**config.mk**
```make
export PLATFORM = sky130hd
export DESIGN_NAME = lik_cordic_cell
export DESIGN_NICKNAME = d
export VERILOG_FILES = /design/src/rtl/lik_pkg.sv /design/src/rtl/lik_cordic_cell.sv
export SDC_FILE = /design/constraint.sdc
export NUM_CORES = 1
export LEC_CHECK = 0
export BUFFER_PORTS_ARGS = -buffer_cell sky130_fd_sc_hd__buf_4
export CAP_MARGIN = 20
export CORE_ASPECT_RATIO = 0.8
export CORE_MARGIN = 8
export CORE_UTILIZATION = 30
export CTS_CLUSTER_DIAMETER = 150
export DETAILED_ROUTE_END_ITERATION = 8
export SETUP_SLACK_MARGIN = 0.05
export SYNTH_ARGS = -nofsm -noshare
export SYNTH_HDL_FRONTEND = slang
export SYNTH_SLANG_ARGS = --single-unit
```
**constraint.sdc**
```tcl
create_clock -name clk -period 5.2 [get_ports clk]
set_input_delay 1.04 -clock clk [delete_from_list [all_inputs] [get_ports clk]]
set_output_delay 1.04 -clock clk [all_outputs]
set_load 0.03 [all_outputs]
```
**src/rtl/lik_pkg.sv**
```systemverilog
// ----------------------------------------------------------------------------
// lik_pkg: shared types and constants for the leg inverse kinematics block
// Widths of the fixed point datapath, register codes and the arctangent table.
// ----------------------------------------------------------------------------
`default_nettype none

package lik_pkg;

  // defaults for the top level parameters
  localparam int FRAC_BITS_DEF     = 16;
  localparam int CORDIC_STAGES_DEF = 18;

  // angle accumulator fraction bits and pi in that scale
  localparam int ANG_BITS = 30;
  localparam int AW       = 34;
  localparam int HW       = 35;
  localparam logic signed [AW-1:0] PI_Q30 = 34'sd3373259426;

  // lengths and squares
  localparam int LEN_W = 17;
  localparam int POS_W = 18;
  localparam int SQ_W  = 36;

  // digit-by-digit square root
  localparam int ROOT_W = 30;
  localparam int RAD_W  = 2 * ROOT_W;
  localparam int REM_W  = ROOT_W + 3;

  // rotation datapath width
  localparam int CW = 48;

  // register codes (decoded from paddr bit 2)
  localparam logic REG_ABDUCTION = 1'b0;
  localparam logic REG_LINK      = 1'b1;

  // sideband that travels next to the arithmetic
  typedef struct packed {
    logic                    vld;
    logic [1:0]              leg;
    logic                    unr;
    logic                    yneg;
    logic                    ypos;
    logic signed [POS_W-1:0] x;
    logic signed [POS_W-1:0] z;
    logic [POS_W-1:0]        ay;
  } lik_side_t;

  // atan(2^-i) in 2^-30 rad, rounded to nearest
  function automatic logic [31:0] atan_q30(input int i);
    logic [31:0] v;
    case (i)
      0:  v = 32'd843314857;
      1:  v = 32'd497837829;
      2:  v = 32'd263043837;
      3:  v = 32'd133525159;
      4:  v = 32'd67021687;
      5:  v = 32'd33543516;
      6:  v = 32'd16775851;
      7:  v = 32'd8388437;
      8:  v = 32'd4194283;
      9:  v = 32'd2097149;
      10: v = 32'd1048576;
      11: v = 32'd524288;
      12: v = 32'd262144;
      13: v = 32'd131072;
      14: v = 32'd65536;
      15: v = 32'd32768;
      16: v = 32'd16384;
      17: v = 32'd8192;
      18: v = 32'd4096;
      19: v = 32'd2048;
      20: v = 32'd1024;
      21: v = 32'd512;
      22: v = 32'd256;
      23: v = 32'd128;
      24: v = 32'd64;
      25: v = 32'd32;
      26: v = 32'd16;
      27: v = 32'd8;
      28: v = 32'd4;
      29: v = 32'd2;
      30: v = 32'd1;
      default: v = 32'd0;
    endcase
    return v;
  endfunction

endpackage

`default_nettype wire

```
**src/rtl/lik_cordic_cell.sv**
```systemverilog
// ----------------------------------------------------------------------------
// lik_cordic_cell: one vectoring rotation of the arctangent chain
// Rotates toward the x axis by atan(2^-IDX) and books the angle.
// ----------------------------------------------------------------------------
`default_nettype none

module lik_cordic_cell #(
  parameter int IDX = 0
) (
  input  wire                                clk,
  input  wire                                en,
  input  wire  signed [lik_pkg::CW-1:0]      cx_i,
  input  wire  signed [lik_pkg::CW-1:0]      cy_i,
  input  wire  signed [lik_pkg::AW-1:0]      ang_i,
  output logic signed [lik_pkg::CW-1:0]      cx_r,
  output logic signed [lik_pkg::CW-1:0]      cy_r,
  output logic signed [lik_pkg::AW-1:0]      ang_r
);

  localparam logic signed [lik_pkg::AW-1:0] STEP =
    lik_pkg::AW'(lik_pkg::atan_q30(IDX));

  logic signed [lik_pkg::CW-1:0] dx, dy, cx_nxt, cy_nxt;
  logic signed [lik_pkg::AW-1:0] ang_nxt;
  logic                          up;

  // direction from the sign of y, zero rotates the other way
  always_comb begin
    dx = cy_i >>> IDX;
    dy = cx_i >>> IDX;
    up = !cy_i[lik_pkg::CW-1] && (cy_i != '0);
    if (up) begin
      cx_nxt  = cx_i + dx;
      cy_nxt  = cy_i - dy;
      ang_nxt = ang_i + STEP;
    end else begin
      cx_nxt  = cx_i - dx;
      cy_nxt  = cy_i + dy;
      ang_nxt = ang_i - STEP;
    end
  end

  always_ff @(posedge clk) begin
    if (en) begin
      cx_r  <= cx_nxt;
      cy_r  <= cy_nxt;
      ang_r <= ang_nxt;
    end
  end

endmodule

`default_nettype wire

```
# Word-level counts from Yosys, hierarchy flattened
# Index checks and enable logic that the tools add are counted.
[word_totals]
regBits = 130
word_cells = 14
[op_classes]
n_addsub = 5
n_mux = 3
reduce_logical = 3
[ops]
columns = ["cell", "n"]
rows = [
  ["$mux 48", 2],
  ["$sub 48x48->48", 2],
  ["$add 48x48->48", 1],
  ["$reduce_bool 48->1", 1],
  ["$add 34x31->34 const B", 1],
  ["$mux 34", 1],
  ["$sub 34x31->34 const B", 1],
  ["$logic_and 1x1->1", 1],
  ["$logic_not 1->1", 1],
]

# Logic depth before layout (Yosys ltp)
[depth]
ltp_word = 3
depth_mapped = 19
mapped_depth_nobuf = 16

# Worst setup path before layout
# OpenSTA, ideal clock, no wires.
[synth_path]
path_kind = "input-to-reg"
from = "in cy_i[15] in the netlist's numbering"
to = "reg ang_r[29] in the netlist's numbering, data pin"
setup_ps = 263
t_arrival_ps = 4965
required_ps = 4937
path_slack_ps = -29
cell_stages = 18
n_path_buf = 3
cell_sequence = "nor4_1 > nand4_1 > nor3_1 > or2_2 > clkbuf_1 > clkbuf_1 > buf_1 > ha_1 > a21oi_1 > nand4b_1 > a31oi_1 > a41oi_1 > o21ai_1 > a31oi_1 > o21ai_1 > a21bo_2 > a21boi_1 > xnor2_1"
[synth_via]
elab_chain_cells = 3
[synth_rtl]
columns = ["element", "line", "text"]
rows = [
  ["start, declared", "lik_cordic_cell.sv:13", "input wire signed [lik_pkg::CW-1:0] cy_i,"],
  ["$reduce_bool 48->1", "lik_cordic_cell.sv:31", "up = !cy_i[lik_pkg::CW-1] && (cy_i != '0);"],
  ["$logic_and 1x1->1", "lik_cordic_cell.sv:31", ""],
  ["$mux 34", "lik_cordic_cell.sv:32", "if (up) begin"],
  ["named net ang_nxt (one bit)", "lik_cordic_cell.sv:24", "logic signed [lik_pkg::AW-1:0] ang_nxt;"],
  ["end signal, assigned", "lik_cordic_cell.sv:47", "ang_r <= ang_nxt;"],
  ["end, declared", "lik_cordic_cell.sv:17", "output logic signed [lik_pkg::AW-1:0] ang_r"],
]
# The timed path passes the listed nets, and every way through them passes these cells.
# A chain may end at the register's enable or synchronous reset.

# Worst setup path in the final report
[layout_path]
from = "in cy_i[16] in the netlist's numbering"
to = "reg ang_r[29] in the netlist's numbering, data pin"
# Same word-level chain as after synthesis.

==> impl_metrics.ini <==
[synth]
sequential_cell_area_fraction_in_the_yosys_report_pct = 27.2
postSynth.topFlopCell = edfxtp_1
synth_area_um2 = 14200
synth-edff-count = 129
syn_nets = 2026
synth_seq_cells = 129
synth_cell_type_count = 81
post_synth_inst_count = 1717
synth_area_per_cell_um2 = 8.30
synthesis.yosys.warnings = 0
fraction_of_registers_with_async_set_reset_pct = 0

[detailed_routing]
route.detailed.drc = 0
routed_wire_length_per_instance_um = 21.8
detailedRoute.firstIterationViolations = 1504
detailroute.via_count = 14500
wl_um = 57700
detailedRoute.firstPassIterationCount = 7
via_per_inst = 5.46
antenna_left = 0

[grt]
grt_overflow_total = 0
global_route.usage.total_pct = 20.3
grt_pass1_wl_um = 85900
initial_antenna_violation_count = 4
first_global_vias = 13900
grt_max_degree = 81

[placement]
detailedPlace.worstSlack_ns = -0.140
quantity_of_i_o_buffers_inserted_on_ports = 261
detailed_place_hpwl_um = 47400
finalWeightedCongestion = 0.961

[layout]
filler_cell_count = 4892
syn_to_final_growth_pct = 25.9
num-nets-final = 2327
layout.cells.most_common = buf_4
inserted_diodes = 0
final_cell_mix = 352 x buf_4, 223 x a21oi_1, 173 x ha_1
layout-drive-gt1-share_pct = 20.9

[timing]
hold_viol = 0
setup_slack_ns = 0.468
period_minus_slack_ns = 4.73
setup_viol = 0
grt_setup_unrepaired = false
max_freq_mhz = 211
timing.final.crit_share_pct = 91.0
worst-slew-pin-transition_ns = 1.06
timing_max_transition_violations_final = 0
hold_ws_ns = 0.914
tns_ns = 0
maxSlewHeadroom_pct = 27.6

[critical_path]
critPathMaxStageDelay_ns = 0.70
worst-endpoint-required_ns = 5.40
worst-endpoint-arrival_ns = 4.93
setup.worst_path.start_class = primary input
worst_path_dominant_cell_family = compound AO/OA/AOI/OAI gates
crit_fanout = 11
worst-path-buf-inv = 3
cell_chain_critical_path = buf_4 -> nor4_1 -> nand4_1 -> buf_4 -> nor3_1 -> or2_4 -> inv_2 -> ha_1 -> a21oi_1 -> nand2b_1 -> a32oi_1 -> a41oi_1 -> o21ai_1 -> a31oi_1 -> o21ai_1 -> a21bo_2 -> a21boi_1 -> xnor2_1
endpoint_kind = register
timing.setup.critical_path_class = primary input to register
slowest_cell_on_the_critical_path = nor4_1

[floorplan]
coreArea_um2 = 47000
floorplan.die_area_um2 = 54800
initial_utilization_pct = 30.3
fp.dieW_um = 260
fp.dieH_um = 211
design.portCount = 262
rows = 71

[clock_network]
ctsHtreeMaxLevel = 4
post_cts_resize_count = 0
tritoncts.num_buffers = 17
cts_tree = done
cts_setup_buffers = 0
cts_hold_buf = 0
cts-root-buf = clkbuf_16
clk_transition_reported_paths_ns = 0.06
clkSinkCount = 129
maximum_clock_insertion_buffer_count = 2

[run_status]
run_status = finished clean

[pwr]
vdd.ir_drop.worst_v = 0.000261
leakage_nw = 7.91
power-per-cell-area_nw_per_um2 = 273

[flow_run]
maxCapViolCount = 0

[worst_hold_path]
worst_hold_path_type = primary input to register
[metrics by stage]
step / instance area, um^2 / total power, mW / util, % / std cells
after floorplan: 14300 / 2.84 / - / 1717
after global placement: 17400 / 3.73 / 37.0 / 2619
after detailed placement: 17400 / 3.74 / 37.0 / 2619
after CTS: 17900 / 4.93 / 38.2 / 2650
after global routing: 17900 / 5.15 / 38.2 / 2650
final: 17900 / 4.90 / 38.2 / 2650
[path summary, 6_finish.rpt]
path,from,endpoint,slack [ns],cells after the start
hold / removal,ang_i[0],ang_r[0]$_DFFE_PP_,0.91,2
setup / recovery,cy_i[16],ang_r[29]$_DFFE_PP_,0.47,18
[cell usage after synthesis (5+ instances only)]
master,number,area (um^2)
o31ai_1,13,97.6
a21o_1,46,345
nand2_1,94,353
buf_1,13,48.8
inv_1,152,571
o21ai_0,108,541
xnor2_1,105,920
nand4_1,27,169
or4_1,5,37.5
o21bai_1,44,330
o211ai_1,9,67.6
clkbuf_1,41,154
a211oi_1,14,105
nor4_1,29,181
o21a_1,15,113
ha_1,173,2160
buf_2,13,65.1
nor2b_1,21,131
nand3_1,14,70.1
or3_1,12,75.1
a31oi_1,19,119
o31a_1,7,61.3
o22ai_1,5,31.3
nor3_1,37,185
and3_1,8,50.1
o21ai_1,14,70.1
and2_1,8,50.1
edfxtp_1,129,3870
xor2_1,16,140
a21boi_0,5,37.5
a21oi_1,223,1120
a31o_2,8,70.1
a211o_1,5,43.8
nand2b_1,9,56.3
nand3b_1,5,37.5
mux2i_1,29,290
nor2_1,146,548
a2111oi_0,6,52.6
or2_2,9,56.3
[where the power goes]
part | internal [mW] | total, mW | switching [mW]
registers | 1.39 | 1.45 | 0.0575
clock network | 0.651 | 1.16 | 0.513
logic | 0.848 | 2.29 | 1.44
total | 2.89 | 4.90 | 2.01
[area by class of cell]
| class | count | area, um^2 | area share, % |
|---|---|---|---|
| multi-input cells | 1359 | 9490 | 52.9 |
| flip-flops and latches | 129 | 3870 | 21.6 |
| repair buffers | 353 | 2660 | 14.8 |
| well taps | 620 | 776 | 4.32 |
| inverters | 158 | 593 | 3.31 |
| clock buffers | 18 | 429 | 2.39 |
| clock inverters | 13 | 114 | 0.635 |
[logic make-up (layout without fill, tap and decap cells)]
kind of cell / count (synthesis) / count (layout) / share of synthesized area, %
AOI/OAI and AO/OA: 595 / 595 / 26.4
xor gates and xnor gates: 122 / 122 / 7.55
adders and majority gates: 177 / 177 / 15.8
buffers and inverters: 229 / 542 / 6.28
DFF: 129 / 129 / 27.2
muxes: 30 / 30 / 2.14
and+or+nand+nor: 435 / 435 / 14.7
[routing by layer]
metal | track usage [%] | up-vias | share of wire [%]
li1 | - | 6838 | -
met1 | 28.9 | 6867 | 47
met2 | 30.2 | 686 | 42
met3 | 5.91 | 64 | 9.3
met4 | 3.91 | 8 | 1.6
met5 | 0 | - | 0.11
[flip-flops by register name, summed over array words and instances, names as in the netlist]
name,count
ang_r,34
cy_r,47
cx_r,48
No activity file was read; power rests on OpenSTA's default activity.
