`src/rtl/lik_pkg.sv`:
```
// ----------------------------------------------------------------------------
// lik_pkg: shared types and constants for the leg inverse kinematics block
// Widths of the fixed point datapath, register codes and the arctangent table.
// ----------------------------------------------------------------------------
`default_nettype none

package lik_pkg;

  // defaults for the top level parameters
  localparam int FRAC_BITS_DEF     = 16;
  localparam int CORDIC_STAGES_DEF = 18;

  // angle accumulator fraction bits and pi in that scale
  localparam int ANG_BITS = 30;
  localparam int AW       = 34;
  localparam int HW       = 35;
  localparam logic signed [AW-1:0] PI_Q30 = 34'sd3373259426;

  // lengths and squares
  localparam int LEN_W = 17;
  localparam int POS_W = 18;
  localparam int SQ_W  = 36;

  // digit-by-digit square root
  localparam int ROOT_W = 30;
  localparam int RAD_W  = 2 * ROOT_W;
  localparam int REM_W  = ROOT_W + 3;

  // rotation datapath width
  localparam int CW = 48;

  // register codes (decoded from paddr bit 2)
  localparam logic REG_ABDUCTION = 1'b0;
  localparam logic REG_LINK      = 1'b1;

  // sideband that travels next to the arithmetic
  typedef struct packed {
    logic                    vld;
    logic [1:0]              leg;
    logic                    unr;
    logic                    yneg;
    logic                    ypos;
    logic signed [POS_W-1:0] x;
    logic signed [POS_W-1:0] z;
    logic [POS_W-1:0]        ay;
  } lik_side_t;

  // atan(2^-i) in 2^-30 rad, rounded to nearest
  function automatic logic [31:0] atan_q30(input int i);
    logic [31:0] v;
    case (i)
      0:  v = 32'd843314857;
      1:  v = 32'd497837829;
      2:  v = 32'd263043837;
      3:  v = 32'd133525159;
      4:  v = 32'd67021687;
      5:  v = 32'd33543516;
      6:  v = 32'd16775851;
      7:  v = 32'd8388437;
      8:  v = 32'd4194283;
      9:  v = 32'd2097149;
      10: v = 32'd1048576;
      11: v = 32'd524288;
      12: v = 32'd262144;
      13: v = 32'd131072;
      14: v = 32'd65536;
      15: v = 32'd32768;
      16: v = 32'd16384;
      17: v = 32'd8192;
      18: v = 32'd4096;
      19: v = 32'd2048;
      20: v = 32'd1024;
      21: v = 32'd512;
      22: v = 32'd256;
      23: v = 32'd128;
      24: v = 32'd64;
      25: v = 32'd32;
      26: v = 32'd16;
      27: v = 32'd8;
      28: v = 32'd4;
      29: v = 32'd2;
      30: v = 32'd1;
      default: v = 32'd0;
    endcase
    return v;
  endfunction

endpackage

`default_nettype wire

```
`src/rtl/lik_sqrt_cell.sv`:
```
// ----------------------------------------------------------------------------
// lik_sqrt_cell: one step of a restoring square root
// Takes the next two radicand bits, decides one root bit, passes on.
// ----------------------------------------------------------------------------
`default_nettype none

module lik_sqrt_cell (
  input  wire                             clk,
  input  wire                             en,
  input  wire  [lik_pkg::RAD_W-1:0]       rad_i,
  input  wire  [lik_pkg::REM_W-1:0]       rem_i,
  input  wire  [lik_pkg::ROOT_W-1:0]      q_i,
  output logic [lik_pkg::RAD_W-1:0]       rad_r,
  output logic [lik_pkg::REM_W-1:0]       rem_r,
  output logic [lik_pkg::ROOT_W-1:0]      q_r
);

  logic [lik_pkg::REM_W+1:0]  rem4;
  logic [lik_pkg::REM_W+1:0]  trial;
  logic [lik_pkg::REM_W+1:0]  diff;
  logic [lik_pkg::RAD_W-1:0]  rad_nxt;
  logic [lik_pkg::REM_W-1:0]  rem_nxt;
  logic [lik_pkg::ROOT_W-1:0] q_nxt;

  // trial subtract of 4q+1
  always_comb begin
    rem4    = {rem_i, rad_i[lik_pkg::RAD_W-1 -: 2]};
    trial   = (lik_pkg::REM_W+2)'({q_i, 2'b01});
    diff    = rem4 - trial;
    rad_nxt = {rad_i[lik_pkg::RAD_W-3:0], 2'b00};
    if (rem4 >= trial) begin
      rem_nxt = diff[lik_pkg::REM_W-1:0];
      q_nxt   = {q_i[lik_pkg::ROOT_W-2:0], 1'b1};
    end else begin
      rem_nxt = rem4[lik_pkg::REM_W-1:0];
      q_nxt   = {q_i[lik_pkg::ROOT_W-2:0], 1'b0};
    end
  end

  always_ff @(posedge clk) begin
    if (en) begin
      rad_r <= rad_nxt;
      rem_r <= rem_nxt;
      q_r   <= q_nxt;
    end
  end

endmodule

`default_nettype wire

```
`config.mk`:
```
export PLATFORM = sky130hd
export DESIGN_NAME = lik_sqrt_cell
export DESIGN_NICKNAME = d
export VERILOG_FILES = /design/src/rtl/lik_pkg.sv /design/src/rtl/lik_sqrt_cell.sv
export SDC_FILE = /design/constraint.sdc
export NUM_CORES = 1
export LEC_CHECK = 0
export BUFFER_PORTS_ARGS = -buffer_cell sky130_fd_sc_hd__buf_2
export CORE_MARGIN = 5
export CORE_UTILIZATION = 49
export CTS_CLUSTER_SIZE = 30
export DETAILED_ROUTE_END_ITERATION = 8
export GPL_TIMING_DRIVEN = 0
export PLACE_DENSITY = 0.79
export SYNTH_ARGS = -nofsm -noshare
export SYNTH_HDL_FRONTEND = slang
export SYNTH_SLANG_ARGS = --single-unit
```
`constraint.sdc`:
```
create_clock -name clk -period 3.1 [get_ports clk]
set_input_delay 0.155 -clock clk [delete_from_list [all_inputs] [get_ports clk]]
set_output_delay 0.155 -clock clk [all_outputs]
set_load 0.02 [all_outputs]
```
After elaboration in Yosys (flattened, before gate mapping)
Index checks and enable logic that the tools add are counted.
{"block": "word_totals", "reg_bits": 121, "in_bits": 125, "out_inout_bits": 123, "elab_cells": 7}
{"block": "classes", "add_sub_neg": 1, "n_lt_le_gt_ge": 1, "mux": 2}
{"op": "$ge 35x32->1", "n": 1}
{"op": "$mux 33", "n": 1}
{"op": "$sub 33x32->33", "n": 1}
{"op": "$mux 1", "n": 1}

Logic depth before layout (Yosys ltp)
Gate-level depths: netlist of run 1.
{"block": "depth", "depth_word": 2, "mapped_depth": 13, "mapped_depth_nobuf": 11}

Least setup slack after synthesis of run 1
OpenSTA, ideal clock, no wires.
{"block": "synth_path", "path_type": "input to register", "startpoint": "input port q_i[5] (netlist bit)", "endpoint": "register rem_r[30] (netlist bit), data pin", "setup_time_ns": 0.266, "arrival_ns": 2.064, "required_ns": 2.834, "setup_slack_ns": 0.770, "stages": 11, "n_path_buf": 1, "path_cell_list": "inv_1 -> ha_1 -> buf_6 -> a21o_1 -> or3_1 -> o221a_2 -> a21oi_4 -> nor3_2 -> nor2_4 -> nor4b_1 -> o41ai_2"}
{"block": "synth_via", "elab_chain_cells": 2, "word_cells_on_any_way": 3, "classes_between": "add/sub (1); order compare (1); mux (1)"}
{"element": "start, declared", "line": "lik_sqrt_cell.sv:12", "source": "input wire [lik_pkg::ROOT_W-1:0] q_i,"}
{"element": "$sub 33x32->33 / $ge 35x32->1 (equally long branches)", "line": "lik_sqrt_cell.sv:29, lik_sqrt_cell.sv:31"}
{"element": "$mux 33 *", "line": "lik_sqrt_cell.sv:31", "source": "if (rem4 >= trial) begin"}
{"element": "named net rem_nxt, one bit", "line": "lik_sqrt_cell.sv:22", "source": "logic [lik_pkg::REM_W-1:0] rem_nxt;"}
{"element": "end signal, assigned", "line": "lik_sqrt_cell.sv:43", "source": "rem_r <= rem_nxt;"}
{"element": "end, declared", "line": "lik_sqrt_cell.sv:14", "source": "output logic [lik_pkg::REM_W-1:0] rem_r,"}
Mark *: on every way through the listed nets, which the timed path passes. The rest lies on a longest branch.
A chain may end at the register's enable or synchronous reset.

Worst setup path in the final report of run 1
{"block": "layout_path", "startpoint": "input port q_i[12] (netlist bit)", "endpoint": "register rem_r[32] (netlist bit), data pin"}
Same word-level chain as after synthesis.

==> results.toml, run 1 <==
[power]
cellPowerDensity_nw_per_um2 = 549
ir_worst_vdd_mv = 0.275
power_mw = 4.93
leakage_nw = 3.97

[critical_path]
crit_path_end_kind = "register"
crit_type = "primary input to register"
critical_path.startpoint_type = "primary input"
worstPathMaxFanout = 8
worstPathRequired_ns = 3.26
startpoint = "q_i[12]"
arrival_ns = 3.17

[timing]
worst_slew_pin_slew_ns = 0.661
setup_tns_ns = 0
period_minus_slack_ns = 3.01
fin_hold_ws_ns = 0.0356
fmax_mhz = 332
setup_viol = 0
maxSlewViolCount = 0
hold_viol = 0
fin_crit_sh_pct = 97.2
slew_headroom_pct = 55.4

[logic_synthesis]
synth_flop_cell = "edfxtp_1"
synthMuxAreaShare_pct = 0.862
syn_area_sq_um = 6100
synth.distinct_cells = 60
synth_edf_count = 121
yosys.area.top_type = "edfxtp_1"
synth_area_per_cell_sq_um = 12.2
ys_seq_elements = 121
synth_area_leaders = "edfxtp_1, ha_1, nand2_1"
synthDominantCellAreaShare_pct = 59.6
yosys.area_share.adder_pct = 6.56
postSynthCellCount = 502
synth_xor_area_share_pct = 3.16
ys_async_sr_fraction_pct = 0
yosys.area_share.simple_pct = 11.0
yosysMostFrequentCell = "edfxtp_1"
synth-compound-area-share_pct = 14.4
ys_warn_count = 0
synth-seq-area-share_pct = 59.6
yosys-top-cells-count = "edfxtp_1, nand2_1, inv_1"
synth_top_family_by_area = "compound AO/OA/AOI/OAI gates"

[run_status]
status = "finished, final reports clean"

[placed_design]
numPortBuffers = 245
place_congestion = 0.839
placedCellCount = 917
dpl.hpwl_um = 13200

[global_route]
gr-total-overflow = 0
grt_usage_pct = 27.1
grt_pass1_wl_um = 30800
antenna_found_initial = 1
grt_pass1_vias = 5788
grt_max_degree = 76

[die]
fp.dieW_um = 122
start_util_pct = 50.4
die_h_um = 122
io_pins = 248
coreArea_sq_um = 12100
rows = 40
dieArea_sq_um = 14800

[finish]
post-route-util_pct = 74.2
nFillCells = 815
final_cells = 1039
layout-drive-gt1-share_pct = 36.0
finalNetCount = 1014
syn_to_final_growth_pct = 47.4
seq_area_sq_um = 3630
multi_input_area_sq_um = 2210

[drt]
vias = 5514
detail_route.iter0.violations = 431
wire_per_inst_um = 19.4
wl_um = 20100
drc = 0
vias_per_cell = 5.31
drt_pre_antenna_iters = 7
antenna_left = 0

[clocking]
clock_sinks = 121
tritoncts = "done"
clockBufferDepth = 2
clockRootBuffer = "clkbuf_16"
clk_pin_slew_ns = 0.05
htreeDepth = 4
cts_inserted_buffers = 17

[min_path]
hp-class = "primary input to register"
min_from = "rem_i[5]"

[flow_run]
drv_cap = 0
state kept, by name, indices dropped and copies added (netlist names):
| signal | count |
|---|---|
| rem_r | 33 |
| q_r | 30 |
| rad_r | 58 |
power by group:
group          switching (mW)  internal, mW
logic                   0.702         0.455
registers              0.0478          2.01
clock network           0.704          1.02
logic make-up after synthesis:
family / Yosys count
xor+xnor: 22
other cells: 1
buf+inv: 61
flops: 121
mux: 5
compound gates: 126
fa+ha+maj: 32
simple gates: 134
cells in the final DEF, fill, tap and decap left out, drive strengths merged, types with 4 or more instances in the layout:
| cell type | instances |
|---|---|
| o211ai | 4 |
| clkinvlp | 4 |
| clkinv | 5 |
| o21ai | 35 |
| a21o | 13 |
| edfxtp | 121 |
| xor2 | 10 |
| nor2 | 20 |
| buf | 263 |
| clkbuf | 26 |
| nand4 | 6 |
| a21oi | 33 |
| nand3 | 15 |
| o31ai | 7 |
| nor3 | 9 |
| nand2 | 53 |
| dlygate4sd3 | 87 |
| a31oi | 7 |
| nand2b | 7 |
| ha | 32 |
| xnor2 | 12 |
| and2 | 5 |
| inv | 43 |
| or3 | 5 |
| o21a | 6 |
layout make-up:
| class | count | share of cell area [%] |
|---|---|---|
| clock inverter | 11 | 0.835 |
| clock buffer | 21 | 4.90 |
| antenna | 1 | 0.0278 |
| tap | 168 | 2.34 |
| sequential | 121 | 40.4 |
| inverter | 41 | 1.71 |
| multi-input combinational | 321 | 24.6 |
| timing repair buffer | 335 | 23.8 |
| buffer | 20 | 1.31 |
worst paths after layout:
path / end / slack, ns / depth (start not counted)
worst max-delay path: rem_r[32] / 0.09 / 14
worst min-delay path: rem_r[7] / 0.04 / 3
through the flow:
| stage | setup slack [ns] | area, sq um |
|---|---|---|
| finish | 0.0868 | 8990 |
| global placement | 0.234 | 7540 |
| detailed placement | 0.102 | 7570 |
| floorplan | 0.770 | 6100 |
| CTS | 0.0535 | 8960 |
| global route | -0.0225 | 8990 |
metal layers:
layer / global-route usage (%) / wire length, um / vias up / part of all wire [%]
met5: 0 / 0 / - / 0
met4: 11.7 / 752 / 0 / 3.7
met1: 29.2 / 7430 / 2635 / 37
met3: 7.47 / 1410 / 52 / 7.0
li1: - / - / 2571 / -
met2: 49.7 / 10500 / 256 / 52
critical path, cell delays in order:
cell,delay (ns)
dlygate4sd3_1,0.54
buf_2,0.14
inv_1,0.07
ha_1,0.27
buf_4,0.16
nand4_2,0.18
a211o_1,0.28
o211ai_2,0.11
o21ai_4,0.12
o31ai_4,0.35
a31oi_4,0.17
inv_1,0.30
o211ai_1,0.16
xnor2_1,0.15
repair_timing:
item / 4_1_cts / 5_1_grt
setup endpoints to repair: 0 / 20
setup buffers: 0 / 2
hold endpoints to repair: 87 / 0
hold buffers: 87 / 0
resized for setup: 0 / 4
(Power assumes the default switching activity.)
==> inputs of run 2 (changes only) <==
- RECOVER_POWER: unset -> 100
- clock period: 3.1 -> 3.2 ns (I/O delays scaled with it)
==> run 2 against run 1 <==
Compared with the run above: the flow now finishes with violations (max-capacitance violations, max-slew violations); setup slack improved by 0.030 ns; first-iteration DRC count is 5.1% lower; non-clock buffer count is 2 lower; global-route usage hardly changed; cell area fell by 2.6%; via count increased by 0.29%; combinational power is 9% lower; critical path depth stayed put; critical path type unchanged; critical endpoint is now rem_r[26].
==> results.toml, run 2 (synthesis gave the netlist of run 1 again) <==
[critical_path]
crit_path_end_kind = "register"
crit_path_cell_trace = "dlygate4sd3_1, buf_2, inv_1, ha_1, a21oi_1, o21ai_0, a211o_1, o21ai_2, o31ai_4, a31oi_4, buf_6, buf_4, nand2_1, o31ai_1"
worstPathBufferInverterCount = 5
worstPathRequired_ns = 3.41
cpMaxStageDelayCell = "dlygate4sd3_1"
worstPathMaxFanout = 10
cp_slowest_stage_delay_ns = 0.53
crit_type = "primary input to register"
arrival_ns = 3.29
critical_path.startpoint_type = "primary input"
crit_family = "compound AO/OA/AOI/OAI gates"

[timing]
fmax_mhz = 324
rsz0062_at_grt = "false"
maxSlewViolCount = 47
fin_crit_sh_pct = 96.3
setup_tns_ns = 0
worst_slew_pin_slew_ns = 2.64
fin_ws_ns = 0.117
setup_viol = 0
hold_viol = 0
period_minus_slack_ns = 3.08
slew_headroom_pct = -76.0

[power]
ir_worst_vdd_mv = 0.264
cellPowerDensity_nw_per_um2 = 540
leakage_nw = 3.53

[global_route]
grt_usage_pct = 27.1
grt_pass1_wl_um = 30800
antenna_found_initial = 1
grt_max_degree = 76
grt_pass1_vias = 5780
gr-total-overflow = 0

[drt]
vias_per_cell = 5.33
detail_route.iter0.violations = 409
wl_um = 20200
antenna_left = 0
drt_pre_antenna_iters = 8
wire_per_inst_um = 19.5
vias = 5530
drc = 0

[finish]
finalNetCount = 1012
mostFrequentLayoutCell = "clkbuf_1"
seq_area_sq_um = 3630
largest_reg_flops = 58
post-route-util_pct = 72.3
multi_input_area_sq_um = 2190
nFillCells = 910
top_regs = "rad_r (58), rem_r (33), q_r (30)"
syn_to_final_growth_pct = 43.5
largest_register = "rad_r"
layout-drive-gt1-share_pct = 18.2
final_cell_mix = "clkbuf_1, edfxtp_1, buf_2"

[clocking]
clockBufferDepth = 2
clockRootBuffer = "clkbuf_16"
clock_sinks = 121
cts_setup_buffers = 0
tritoncts = "done"
htreeDepth = 4
cts_inserted_buffers = 17
clk_pin_slew_ns = 0.06

[die]
fp.dieW_um = 122
io_pins = 248
dieArea_sq_um = 14800
start_util_pct = 50.4
coreArea_sq_um = 12100
die_h_um = 122
rows = 40

[min_path]
hp-class = "primary input to register"

[run_status]
failed_checks = "max-capacitance violations, max-slew violations"
status = "complete, but fails checks"

[placed_design]
pre_cts_ws_ns = 0.197
place_congestion = 0.839
dpl.hpwl_um = 13200
numPortBuffers = 245

[flow_run]
drv_cap = 1
==> run 2: tightest hold or removal path, cell delays in order <==
cell and delay, ns:
buf_2 0.09, nand2_1 0.04, o21ai_0 0.06
==> run 2: path summary, 6_finish.rpt <==
check | start | end | slack, ns | cells after the start
setup / recovery | q_i[14] | rem_r[26] | 0.12 | 14
hold / removal | rem_i[5] | rem_r[7] | 0.04 | 3
==> run 2: stage by stage <==
step	hold WS [ns]	instances	power, mW	area (sq um)
after floorplan	0.259	503	2.63	6100
after global placement	0.338	916	2.98	7540
after detailed placement	0.338	917	3.01	7570
after CTS	0.0242	1036	4.76	8960
after global routing	0.0430	1037	4.93	8760
final	0.0438	1037	4.73	8760
==> run 2: power breakdown <==
part	leakage (nW)	switching (mW)	internal, mW
logic	2.10	0.677	0.386
registers	1.18	0.0513	1.95
clock network	0.241	0.680	0.984
total	3.53	1.41	3.32
==> run 2: layout make-up <==
| class | count | area share (%) |
|---|---|---|
| flip-flops and latches | 121 | 41.5 |
| multi-input cells | 321 | 25.0 |
| repair buffers | 333 | 22.1 |
| clock buffers | 21 | 5.03 |
| well taps | 168 | 2.40 |
| inverters | 41 | 1.76 |
| plain buffers | 20 | 1.34 |
| clock inverters | 11 | 0.857 |
| diodes | 1 | 0.0286 |
==> run 2: routing by layer <==
layer | track usage (%) | vias up | wire (um) | part of all wire [%]
met5 | 0 | - | 0 | 0
met4 | 12.0 | 0 | 776 | 3.8
met3 | 7.52 | 54 | 1480 | 7.3
met2 | 49.5 | 281 | 10500 | 52
met1 | 29.2 | 2628 | 7470 | 37
li1 | - | 2567 | - | -
==> run 2: timing repair <==
action | CTS | global route
gates resized for setup | 0 | 2
hold endpoints to repair | 87 | 0
hold buffers | 87 | 0
setup endpoints to repair | 0 | 9
